[config.mk]
export PLATFORM = sky130hd
export DESIGN_NAME = stream_mux_deframer_top
export DESIGN_NICKNAME = d
export VERILOG_FILES = /design/src/rtl/smd_pkg.sv /design/src/rtl/stream_mux_deframer_top.sv /design/src/rtl/smd_id_mem.sv /design/src/rtl/smd_ctrl.sv /design/src/rtl/smd_out.sv
export SDC_FILE = /design/constraint.sdc
export NUM_CORES = 1
export LEC_CHECK = 0
export BUFFER_PORTS_ARGS = -buffer_cell sky130_fd_sc_hd__buf_2
export CORE_MARGIN = 5
export CORE_UTILIZATION = 25
export DETAILED_ROUTE_END_ITERATION = 6
export PLACE_DENSITY = 0.42
export SLEW_MARGIN = 30
export SYNTH_ARGS = -nofsm -noshare
export SYNTH_HDL_FRONTEND = slang
export SYNTH_SLANG_ARGS = --single-unit
export TNS_END_PERCENT = 100
[constraint.sdc]
create_clock -name clk_i -period 4.1 [get_ports clk_i]
set_input_delay 0.41 -clock clk_i [delete_from_list [all_inputs] [get_ports clk_i]]
set_output_delay 0.41 -clock clk_i [all_outputs]
set_load 0.005 [all_outputs]
[src/rtl/smd_pkg.sv]
package smd_pkg;

  localparam int unsigned IdLength = 32;

  localparam int unsigned MaxLenW = 17;
  localparam logic [MaxLenW-1:0] MaxLenReset = 17'h1_0000;

  localparam logic [31:0] CmdEndBuffer = 32'hFFFF_FFFE;
  localparam logic [31:0] CmdEndStream = 32'hFFFF_FFFF;

  localparam int unsigned CmdBytes = 4;

  typedef enum logic [2:0] {
    KindPayload = 3'd0,
    KindId      = 3'd1,
    KindEos     = 3'd2,
    KindEob     = 3'd3,
    KindErr     = 3'd4
  } kind_e;

  // one result on its way from the front end to the output register
  typedef struct packed {
    kind_e      kind;
    logic [7:0] data;
    logic       last;
    logic       have;
  } item_t;

endpackage

[src/rtl/stream_mux_deframer_top.sv]
// channel   | handshake               | payload
// ----------+-------------------------+----------------------------------------------
// input     | in_valid_i / in_ready_o | rx_byte_i
// output    | out_valid_o/out_ready_i | kind_o, data_byte_o, id_last_o, stream_changed_o
// config    | psel/penable/pwrite     | paddr, pwdata, prdata, pready
//
// one byte per cycle while in_ready_o is high; each result passes the stage-one register (identifier memory read
// stage) and then the output register. Bytes that give no result (command bytes, length commands) only update state
// reset clears all control state; the identifier memory is not cleared
// input is taken whenever the result stage can move on, so a full output register
// still lets one more byte in

module stream_mux_deframer_top #(
  parameter int unsigned ID_LENGTH = smd_pkg::IdLength
) (
  input  logic        clk_i,
  input  logic        rst_ni,
  input  logic        in_valid_i,
  output logic        in_ready_o,
  input  logic [7:0]  rx_byte_i,
  output logic        out_valid_o,
  input  logic        out_ready_i,
  output logic [2:0]  kind_o,
  output logic [7:0]  data_byte_o,
  output logic        id_last_o,
  output logic        stream_changed_o,
  input  logic        psel,
  input  logic        penable,
  input  logic        pwrite,
  input  logic [2:0]  paddr,
  input  logic [31:0] pwdata,
  output logic [31:0] prdata,
  output logic        pready
);

  localparam int unsigned IdxW = (ID_LENGTH > 1) ? $clog2(ID_LENGTH) : 1;

  logic [smd_pkg::MaxLenW-1:0] max_len_q;
  logic                        accept;
  logic                        s1_ready;
  logic                        emit;
  smd_pkg::item_t              item;
  logic                        mem_en;
  logic [IdxW-1:0]             mem_addr;
  logic [7:0]                  mem_rdata;
  logic                        reg_sel;

  // max chunk length register, selected by paddr[2] == 0 (byte addresses 0 to 3)
  assign reg_sel = (paddr[2] == 1'b0);
  assign pready  = 1'b1;
  assign prdata  = reg_sel ? {{(32 - smd_pkg::MaxLenW){1'b0}}, max_len_q} : '0;

  always_ff @(posedge clk_i or negedge rst_ni) begin
    if (!rst_ni) begin
      max_len_q <= smd_pkg::MaxLenReset;
    end else if (psel && penable && pwrite && reg_sel) begin
      max_len_q <= pwdata[smd_pkg::MaxLenW-1:0];
    end
  end

  assign in_ready_o = s1_ready;
  assign accept     = in_valid_i && s1_ready;

  smd_ctrl #(
    .ID_LENGTH (ID_LENGTH),
    .IdxW      (IdxW)
  ) u_ctrl (
    .clk_i      (clk_i),
    .rst_ni     (rst_ni),
    .accept_i   (accept),
    .rx_byte_i  (rx_byte_i),
    .max_len_i  (max_len_q),
    .item_o     (item),
    .emit_o     (emit),
    .mem_en_o   (mem_en),
    .mem_addr_o (mem_addr)
  );

  smd_id_mem #(
    .Depth (ID_LENGTH),
    .AddrW (IdxW)
  ) u_id_mem (
    .clk_i   (clk_i),
    .en_i    (mem_en),
    .addr_i  (mem_addr),
    .wdata_i (rx_byte_i),
    .rdata_o (mem_rdata)
  );

  smd_out u_out (
    .clk_i            (clk_i),
    .rst_ni           (rst_ni),
    .load_i           (accept && emit),
    .item_i           (item),
    .rdata_i          (mem_rdata),
    .s1_ready_o       (s1_ready),
    .out_valid_o      (out_valid_o),
    .out_ready_i      (out_ready_i),
    .kind_o           (kind_o),
    .data_byte_o      (data_byte_o),
    .id_last_o        (id_last_o),
    .stream_changed_o (stream_changed_o)
  );

endmodule

[src/rtl/smd_id_mem.sv]
module smd_id_mem #(
  parameter int unsigned Depth = smd_pkg::IdLength,
  parameter int unsigned AddrW = 5
) (
  input  logic             clk_i,
  input  logic             en_i,
  input  logic [AddrW-1:0] addr_i,
  input  logic [7:0]       wdata_i,
  output logic [7:0]       rdata_o
);

  logic [7:0] mem [Depth];
  logic [7:0] rdata_q;

  // read-first: the old identifier byte comes out while the new one goes in
  always_ff @(posedge clk_i) begin
    if (en_i) begin
      rdata_q      <= mem[addr_i];
      mem[addr_i]  <= wdata_i;
    end
  end

  assign rdata_o = rdata_q;

endmodule

[src/rtl/smd_ctrl.sv]
module smd_ctrl #(
  parameter int unsigned ID_LENGTH = smd_pkg::IdLength,
  parameter int unsigned IdxW      = 5
) (
  input  logic                         clk_i,
  input  logic                         rst_ni,
  input  logic                         accept_i,
  input  logic [7:0]                   rx_byte_i,
  input  logic [smd_pkg::MaxLenW-1:0]  max_len_i,
  output smd_pkg::item_t               item_o,
  output logic                         emit_o,
  output logic                         mem_en_o,
  output logic [IdxW-1:0]              mem_addr_o
);

  localparam int unsigned CntW = (IdxW > 2) ? IdxW : 2;
  localparam logic [IdxW-1:0] LastIdx = IdxW'(ID_LENGTH - 1);
  localparam logic [CntW-1:0] LastCmdIdx = CntW'(smd_pkg::CmdBytes - 1);

  typedef enum logic [1:0] {
    PhId,
    PhCmd,
    PhPay,
    PhBad
  } phase_e;

  phase_e                        phase_q, phase_d;
  logic [CntW-1:0]               idx_q, idx_d;
  logic [23:0]                   cmd_q, cmd_d;
  logic [smd_pkg::MaxLenW-1:0]   left_q, left_d;
  logic                          have_q, have_d;
  logic [31:0]                   cmd;
  logic                          len_ok;
  logic                          id_last;

  assign cmd        = {cmd_q, rx_byte_i};
  assign len_ok     = (cmd[31:smd_pkg::MaxLenW] == '0) && (cmd[smd_pkg::MaxLenW-1:0] != '0) &&
                      (cmd[smd_pkg::MaxLenW-1:0] <= max_len_i);
  assign id_last    = (idx_q[IdxW-1:0] == LastIdx);
  assign mem_addr_o = idx_q[IdxW-1:0];

  always_comb begin
    phase_d     = phase_q;
    idx_d       = idx_q;
    cmd_d       = cmd_q;
    left_d      = left_q;
    have_d      = have_q;
    emit_o      = 1'b0;
    mem_en_o    = 1'b0;
    item_o.kind = smd_pkg::KindErr;
    item_o.data = '0;
    item_o.last = 1'b0;
    item_o.have = have_q;
    unique case (phase_q)
      PhId: begin
        mem_en_o    = accept_i;
        emit_o      = 1'b1;
        item_o.kind = smd_pkg::KindId;
        item_o.data = rx_byte_i;
        item_o.last = id_last;
        if (id_last) begin
          have_d  = 1'b1;
          idx_d   = '0;
          phase_d = PhCmd;
        end else begin
          idx_d = idx_q + CntW'(1);
        end
      end
      PhCmd: begin
        if (idx_q != LastCmdIdx) begin
          cmd_d = {cmd_q[15:0], rx_byte_i};
          idx_d = idx_q + CntW'(1);
        end else begin
          cmd_d = '0;
          idx_d = '0;
          if (cmd == smd_pkg::CmdEndBuffer) begin
            phase_d     = PhId;
            emit_o      = 1'b1;
            item_o.kind = smd_pkg::KindEob;
          end else if (cmd == smd_pkg::CmdEndStream) begin
            emit_o      = 1'b1;
            item_o.kind = smd_pkg::KindEos;
          end else if (len_ok) begin
            left_d  = cmd[smd_pkg::MaxLenW-1:0];
            phase_d = PhPay;
          end else begin
            phase_d     = PhBad;
            emit_o      = 1'b1;
            item_o.kind = smd_pkg::KindErr;
          end
        end
      end
      PhPay: begin
        emit_o      = 1'b1;
        item_o.kind = smd_pkg::KindPayload;
        item_o.data = rx_byte_i;
        if (left_q != '0) begin
          left_d = left_q - smd_pkg::MaxLenW'(1);
        end
        if (left_d == '0) begin
          phase_d = PhCmd;
        end
      end
      PhBad: begin
        emit_o      = 1'b1;
        item_o.kind = smd_pkg::KindErr;
      end
      default: begin
        phase_d = PhBad;
      end
    endcase
  end

  always_ff @(posedge clk_i or negedge rst_ni) begin
    if (!rst_ni) begin
      phase_q <= PhId;
      idx_q   <= '0;
      cmd_q   <= '0;
      left_q  <= '0;
      have_q  <= 1'b0;
    end else if (accept_i) begin
      phase_q <= phase_d;
      idx_q   <= idx_d;
      cmd_q   <= cmd_d;
      left_q  <= left_d;
      have_q  <= have_d;
    end
  end

endmodule

[src/rtl/smd_out.sv]
module smd_out (
  input  logic            clk_i,
  input  logic            rst_ni,
  input  logic            load_i,
  input  smd_pkg::item_t  item_i,
  input  logic [7:0]      rdata_i,
  output logic            s1_ready_o,
  output logic            out_valid_o,
  input  logic            out_ready_i,
  output logic [2:0]      kind_o,
  output logic [7:0]      data_byte_o,
  output logic            id_last_o,
  output logic            stream_changed_o
);

  logic           s1_valid_q;
  smd_pkg::item_t s1_q;
  logic           mismatch_q;
  logic           out_valid_q;
  logic [2:0]     kind_q;
  logic [7:0]     data_q;
  logic           last_q;
  logic           changed_q;
  logic           out_space;
  logic           is_id;
  logic           diff;
  logic           changed;

  assign out_space  = !out_valid_q || out_ready_i;
  assign s1_ready_o = !s1_valid_q || out_space;
  assign is_id      = (s1_q.kind == smd_pkg::KindId);
  assign diff       = is_id && s1_q.have && (rdata_i != s1_q.data);
  assign changed    = is_id && s1_q.last && s1_q.have && (mismatch_q || diff);

  always_ff @(posedge clk_i or negedge rst_ni) begin
    if (!rst_ni) begin
      s1_valid_q  <= 1'b0;
      mismatch_q  <= 1'b0;
      out_valid_q <= 1'b0;
    end else begin
      if (s1_ready_o) begin
        s1_valid_q <= load_i;
      end
      if (out_space) begin
        out_valid_q <= s1_valid_q;
      end
      // mismatch over the identifier bytes seen so far
      if (s1_valid_q && out_space && is_id) begin
        mismatch_q <= s1_q.last ? 1'b0 : (mismatch_q || diff);
      end
    end
  end

  always_ff @(posedge clk_i) begin
    if (s1_ready_o && load_i) begin
      s1_q <= item_i;
    end
    if (out_space && s1_valid_q) begin
      kind_q    <= s1_q.kind;
      data_q    <= s1_q.data;
      last_q    <= s1_q.last;
      changed_q <= changed;
    end
  end

  assign out_valid_o      = out_valid_q;
  assign kind_o           = kind_q;
  assign data_byte_o      = data_q;
  assign id_last_o        = last_q;
  assign stream_changed_o = changed_q;

endmodule

Word level (Yosys, flattened, before mapping) --
Memory sizes are Yosys's and may differ from the RTL's. A register that Yosys moved wholly into a read port is not among the register bits. Index checks and enable logic that the tools add are counted.
Cells by class: add/sub/neg operators 2, order comparisons 1, eq/ne operators 16, multiplexer cells 32, bitwise operators 1, reductions and logical operators 35
Operators with widths (count):
- $mux 17 | 7
- $eq 32x32->1 const B | 2
- $pmux 17 s2 | 1
- $reduce_bool 17->1 | 2
- $mux 24 | 1
- $le 17x17->1 | 1
- $logic_not 17->1 | 1
- $sub 17x1->17 const B | 1
- $logic_and 1x1->1 | 15
- $logic_not 15->1 | 1
- $pmux 3 s4 | 1
- $reduce_and 6->1 | 2
- $mux 2 | 5
- $mux 5 | 2
- $pmux 5 s2 | 1
- $mux 1 | 9
- $mux 3 | 3
- $ne 8x8->1 | 1
- $ne 2x1->1 const B | 3
- $ne 2x2->1 const B | 3
- $pmux 2 s3 | 1
- $add 5x1->5 const B | 1
- $eq 5x5->1 const B | 1
- $ne 5x2->1 const B | 1
- 15 further kinds | 21
Storage, ports and cells: bits in registers 95, RAM bits 256, input bits 50, output and inout bits 48, logic and storage cells 105, memories kept 1
Memory list:
- u_id_mem.mem | depth 32, width 8, rd ports 1, clocked after memory_dff 1, wr ports 1, RTL line smd_id_mem.sv:12 | logic [7:0] mem [Depth];

Longest topological paths before layout --
word-level depth 10, gate-level depth with buffers 11, gate-level depth less buffers 10

Cells and area by module --
A second synthesis with hierarchy kept.
Unflattened totals: cells, all modules 1090, area total of the unflattened synthesis 15697.6 µm²
Modules (own cells, without submodules):
- smd_id_mem | instances 1, cells an instance 576, area each 10281.1 µm², seq. area each 7927.6 µm²
- smd_ctrl | instances 1, cells an instance 389, area each 3429.5 µm², seq. area each 1226.2 µm²
- smd_out | instances 1, cells an instance 51, area each 1037.2 µm², seq. area each 855.8 µm²
- stream_mux_deframer_top | instances 1, cells an instance 74, area each 949.7 µm², seq. area each 426.7 µm²

Worst setup path before layout --
No wires, ideal clock.
path kind register -> register, start point reg u_ctrl.cmd_q[0], end point reg u_out.s1_q[0] (netlist bit), enable pin, library setup time 405 ps, arrival 2752 ps, required time 3695 ps, setup slack 943 ps, cell stages (with the launch flop) 8, buffers on the path 0, clock period less this slack 3157 ps, cells stage by stage dfrtp_1 -> ha_1 -> nand4_1 -> a211oi_1 -> nor4_1 -> o311ai_2 -> nand2_1 -> a21boi_0
On the way: longest elaborated chain between the ends 10, elaborated cells between the ends (all ways) 13, classes of those cells 1 x order compare; 2 x eq/ne; 5 x mux; 5 x reduce/logical
Ends and longest elaborated chain:
- from (decl) | RTL line smd_ctrl.sv:29 | logic [23:0] cmd_q, cmd_d;
- from (signal assigned) | RTL line smd_ctrl.sv:124 | cmd_q <= cmd_d;
- parallel branches: the longest is 5 deep, another holds $le 17x17->1
- $mux 1 (*) | RTL line smd_ctrl.sv:76 | if (cmd == smd_pkg::CmdEndBuffer) begin
- $mux 1 (*) | RTL line smd_ctrl.sv:70 | if (idx_q != LastCmdIdx) begin
- $pmux 1 s2 (*) | RTL line smd_ctrl.sv:54 | unique case (phase_q)
- $logic_and 1x1->1 (*) | RTL line stream_mux_deframer_top.sv:93 | .load_i (accept && emit),
- $logic_and 1x1->1 (*) | RTL line smd_out.sv:55 | if (s1_ready_o && load_i) begin
- to (signal assigned) | RTL line smd_out.sv:56 | s1_q <= item_i;
- to (decl) | RTL line smd_out.sv:17 | smd_pkg::item_t s1_q;
Every way passes the cells marked *. A chain may end at the register's enable or synchronous reset.

Worst setup path in the final report --
start point reg u_ctrl.idx_q[0] (netlist: u_ctrl.mem_addr_o[0]), end point reg u_ctrl.left_q[4] (netlist bit)
On the way: longest elaborated chain between the ends 3
Ends and longest elaborated chain:
- from (decl) | RTL line smd_ctrl.sv:28 | logic [CntW-1:0] idx_q, idx_d;
- from (signal assigned) | RTL line smd_ctrl.sv:123 | idx_q <= idx_d;
- $ne 5x2->1 | RTL line smd_ctrl.sv:70
- $ne 2x2->1 (no source line)
- $reduce_and 6->1 (no source line)
- to (signal assigned) | RTL line smd_ctrl.sv:125 | left_q <= left_d;
- to (decl) | RTL line smd_ctrl.sv:30 | logic [smd_pkg::MaxLenW-1:0] left_q, left_d;
Every way passes these cells.

==> flow_metrics.tcl <==
set metrics [dict create \
    antenna_found_initial 3 \
    cts_tree "done" \
    p_leak_uw 0.006413 \
    grt_remaining_overflow 0 \
    status "complete, no violations" \
    gr-usage-all-layers 0.1201 \
    drv_cap 0 \
    h-tree-depth 2 \
    portBuffers 64 \
    grt_pass1_vias 9520 \
    cts_setup_buffers 0 \
    synthDominantCellAreaShare 0.5556 \
    die_h_um 260.4 \
    synth_commonest_cells "edfxtp_1 (290), nor2_1 (98), nand2_1 (91), dfrtp_1 (68), mux4_2 (64)" \
    ys_seq_area_frac 0.6658 \
    hold_viol 0 \
    vias 9060 \
    core_area_sq_mm 0.06194 \
    synth_area_leaders "edfxtp_1 (56%), dfrtp_1 (11%), mux4_2 (9.2%)" \
    grt_pass1_wl_mm 61.45 \
    final_layout_size_suffix_gt1_frac 0.2348 \
    slew-limit-headroom 0.3788 \
    critPathTopFamily "simple AND/OR/NAND/NOR gates" \
    grt_max_degree 49 \
    cp.arrival_ps 3700 \
    setup_tns_ps 0 \
    ios 98 \
    fin_nets 1234 \
    fin_crit_ps 3266 \
    wl_per_cell_um 20.08 \
    synthCells 1051 \
    critPathSlowestCell "or4b_2" \
    hold_path_class "in2reg" \
    critPathBufInv 1 \
    ys_ff_latch 359 \
    clkSinkCount 359 \
    fmax_mhz 306.2 \
    drtIter0Drc 600 \
    fin_skew_ps 24.68 \
    synthFlopType "edfxtp_1" \
    ant_nets 0 \
    yosysTopAreaCell "edfxtp_1" \
    clkTransAtPathRegs_ps 60 \
    rows 91 \
    syn_avg_cell_area_sq_um 14.91 \
    yosys_warnings 0 \
    cp-end-kind "register" \
    diodes 0 \
    cpPeakStageDelay_ps 950 \
    power.density_mw_per_mm2 643.7 \
    die_area_sq_mm 0.06781 \
    synth_edf_count 290 \
    area_delta_synth_final_pct 17.85 \
    utilization 0.2982 \
    finalCritPeriodShare 0.7965 \
    ctsResizeCount 0 \
    async_flop_share 0.1922 \
    syn_area_sq_mm 0.01568 \
    setup.worst_path.class "reg2reg" \
    drt-pass1-iter-count 4 \
    clock_path_buffers 3 \
    drcViolationCount 0 \
    yosysMostFrequentCell "edfxtp_1" \
    drv_slew 0 \
    finalSetupViolCount 0 \
    clk-insertion-delay-late_ps 570 \
    rsz0062_at_grt "no" \
    initial_utilization 0.2531 \
    peakVddDrop_uv 320.8 \
    synth.distinct_cells 77 \
    drt_wl_total_mm 40.58 \
    dp_hpwl_mm 26.65 \
    required_ps 4530 \
    dieWidth_um 260.4 \
    place_congestion 0.7590 \
    start_kind "register" \
    worstPathMaxFanout 26 \
    cts-buffers-inserted 41 \
    cts_root_buf "clkbuf_16" \
    tightestPinTransition_ps 923.3 \
    crit_path_cell_trace "ha_1 -> or4b_2 -> o31ai_4 -> buf_4 -> o21ai_0 -> nor3b_2" \
    viasPerCell 4.483 \
]
[per-layer routing]
layer / part of all wire / up-vias / wire length (um) / track usage
met2: 0.48 / 173 / 19500 / 0.1966
li1: - / 4216 / - / -
met3: 0.039 / 52 / 1568 / 0.01993
met4: 0.021 / 0 / 840 / 0.03214
met1: 0.46 / 4619 / 18670 / 0.1664
met5: 0 / - / 0 / 0
[sequential cells by signal, indices dropped and copies added, names as in the netlist]
register and cells:
u_id_mem.mem 256, max_len_q 17, u_out.out_valid_o 1, u_out.stream_changed_o 1, u_out.id_last_o 1, u_ctrl.mem_addr_o 5, u_ctrl.left_q 17, u_id_mem.rdata_o 8
u_out.s1_valid_q 1, u_ctrl.phase_q 2, u_ctrl.have_q 1, u_out.data_byte_o 8, u_ctrl.cmd_q 24, u_out.s1_q 13, u_out.mismatch_q 1, u_out.kind_o 3
[kinds of logic after synthesis]
| logic type | share of synthesized area |
|---|---|
| flip-flops | 0.6658 |
| AND/OR/NAND/NOR | 0.1030 |
| AO/OA/AOI/OAI | 0.06242 |
| buffers and inverters | 0.02961 |
| multiplexers | 0.1081 |
| adder cells (fa/ha/maj) | 0.02395 |
| XOR/XNOR | 0.006705 |
| other | 0.0004791 |
[worst paths after layout]
| path | startpoint | to | slack, ps | depth (start not counted) |
|---|---|---|---|---|
| worst max-delay path | u_ctrl.mem_addr_o[0]$_DFFE_PN0P_ | u_ctrl.left_q[4]$_DFFE_PN0P_ | 830 | 6 |
| worst min-delay path | pwdata[9] | max_len_q[9]$_DFFE_PN0P_ | 90 | 2 |
| worst max register to register | u_ctrl.mem_addr_o[0]$_DFFE_PN0P_ | u_ctrl.left_q[4]$_DFFE_PN0P_ | 830 | 6 |
| worst min register to register | u_out.s1_q[10]$_DFFE_PP_ | u_out.kind_o[0]$_DFFE_PP_ | 450 | 0 |
| max in group asynchronous | rst_ni | max_len_q[16]$_DFFE_PN1P_ | 2790 | 3 |
| min in group asynchronous | rst_ni | u_out.out_valid_o$_DFFE_PN0P_ | 410 | 2 |
[worst register-to-register path, stage by stage, from the launching register on]
cell,delay [ps]
dfrtp_4,610
ha_1,290
or4b_2,950
o31ai_4,740
buf_4,300
o21ai_0,90
nor3b_2,150
[cell type report]
| class | instances | area [sq um] |
|---|---|---|
| Tap cell | 837 | 1047 |
| Timing Repair Buffer | 116 | 728.2 |
| Clock inverter | 18 | 198.9 |
| Clock buffer | 55 | 1121 |
| Fill cell | 6276 | 43470 |
| Multi-Input combinational cell | 607 | 4827 |
| Inverter | 29 | 108.9 |
| Sequential cell | 359 | 10440 |
[layout by cell type, fill, tap and decap left out, types with 7 or more instances in the layout]
master | synthesis | layout
conb_1 | 2 | 16
and3_1 | 9 | 9
a21oi_1 | 20 | 20
nor3_1 | 11 | 11
buf_4 | 17 | 51
nor4_1 | 13 | 13
a22oi_1 | 33 | 33
nand3_1 | 13 | 13
nand4_1 | 22 | 22
dfrtp_1 | 68 | 66
mux2_2 | 18 | 18
nor2b_1 | 14 | 14
nand3b_1 | 8 | 8
nand2_1 | 91 | 91
xor2_1 | 11 | 11
a31oi_1 | 8 | 8
edfxtp_1 | 290 | 290
and2_1 | 7 | 7
clkbuf_1 | 32 | 12
o21ai_0 | 40 | 40
inv_1 | 29 | 29
nor2_1 | 98 | 98
mux4_2 | 64 | 64
clkbuf_16 | 0 | 43
ha_1 | 30 | 30
buf_2 | 11 | 63
[where the power goes]
part	internal [uW]	leakage, uW	switching (uW)	total [uW]
logic	1410	0.00230	1970	3380
registers	4410	0.00347	447	4860
clock network	2170	0.000645	1480	3660
total	7990	0.00641	3900	11900
[metrics by stage]
step,std cells,area [sq um],hold WS [ps],setup WS [ps],total power [uW]
detailed placement,1947,17140,433.3,743.6,8393
CTS,2021,18470,52.76,765.8,12120
floorplan,1065,15730,114.4,943.0,7171
finish,2021,18470,88.24,834.5,11890
global route,2021,18470,72.79,601.4,12610
global placement,1946,17140,441.0,750.0,8355
[repair_timing]
item                                   4_1_cts  5_1_grt
hold buffers                                 1        0
setup endpoints to repair                    0        0
endpoints found under the hold margin       38        0
Note: power is estimated with default switching activity, not from simulation.
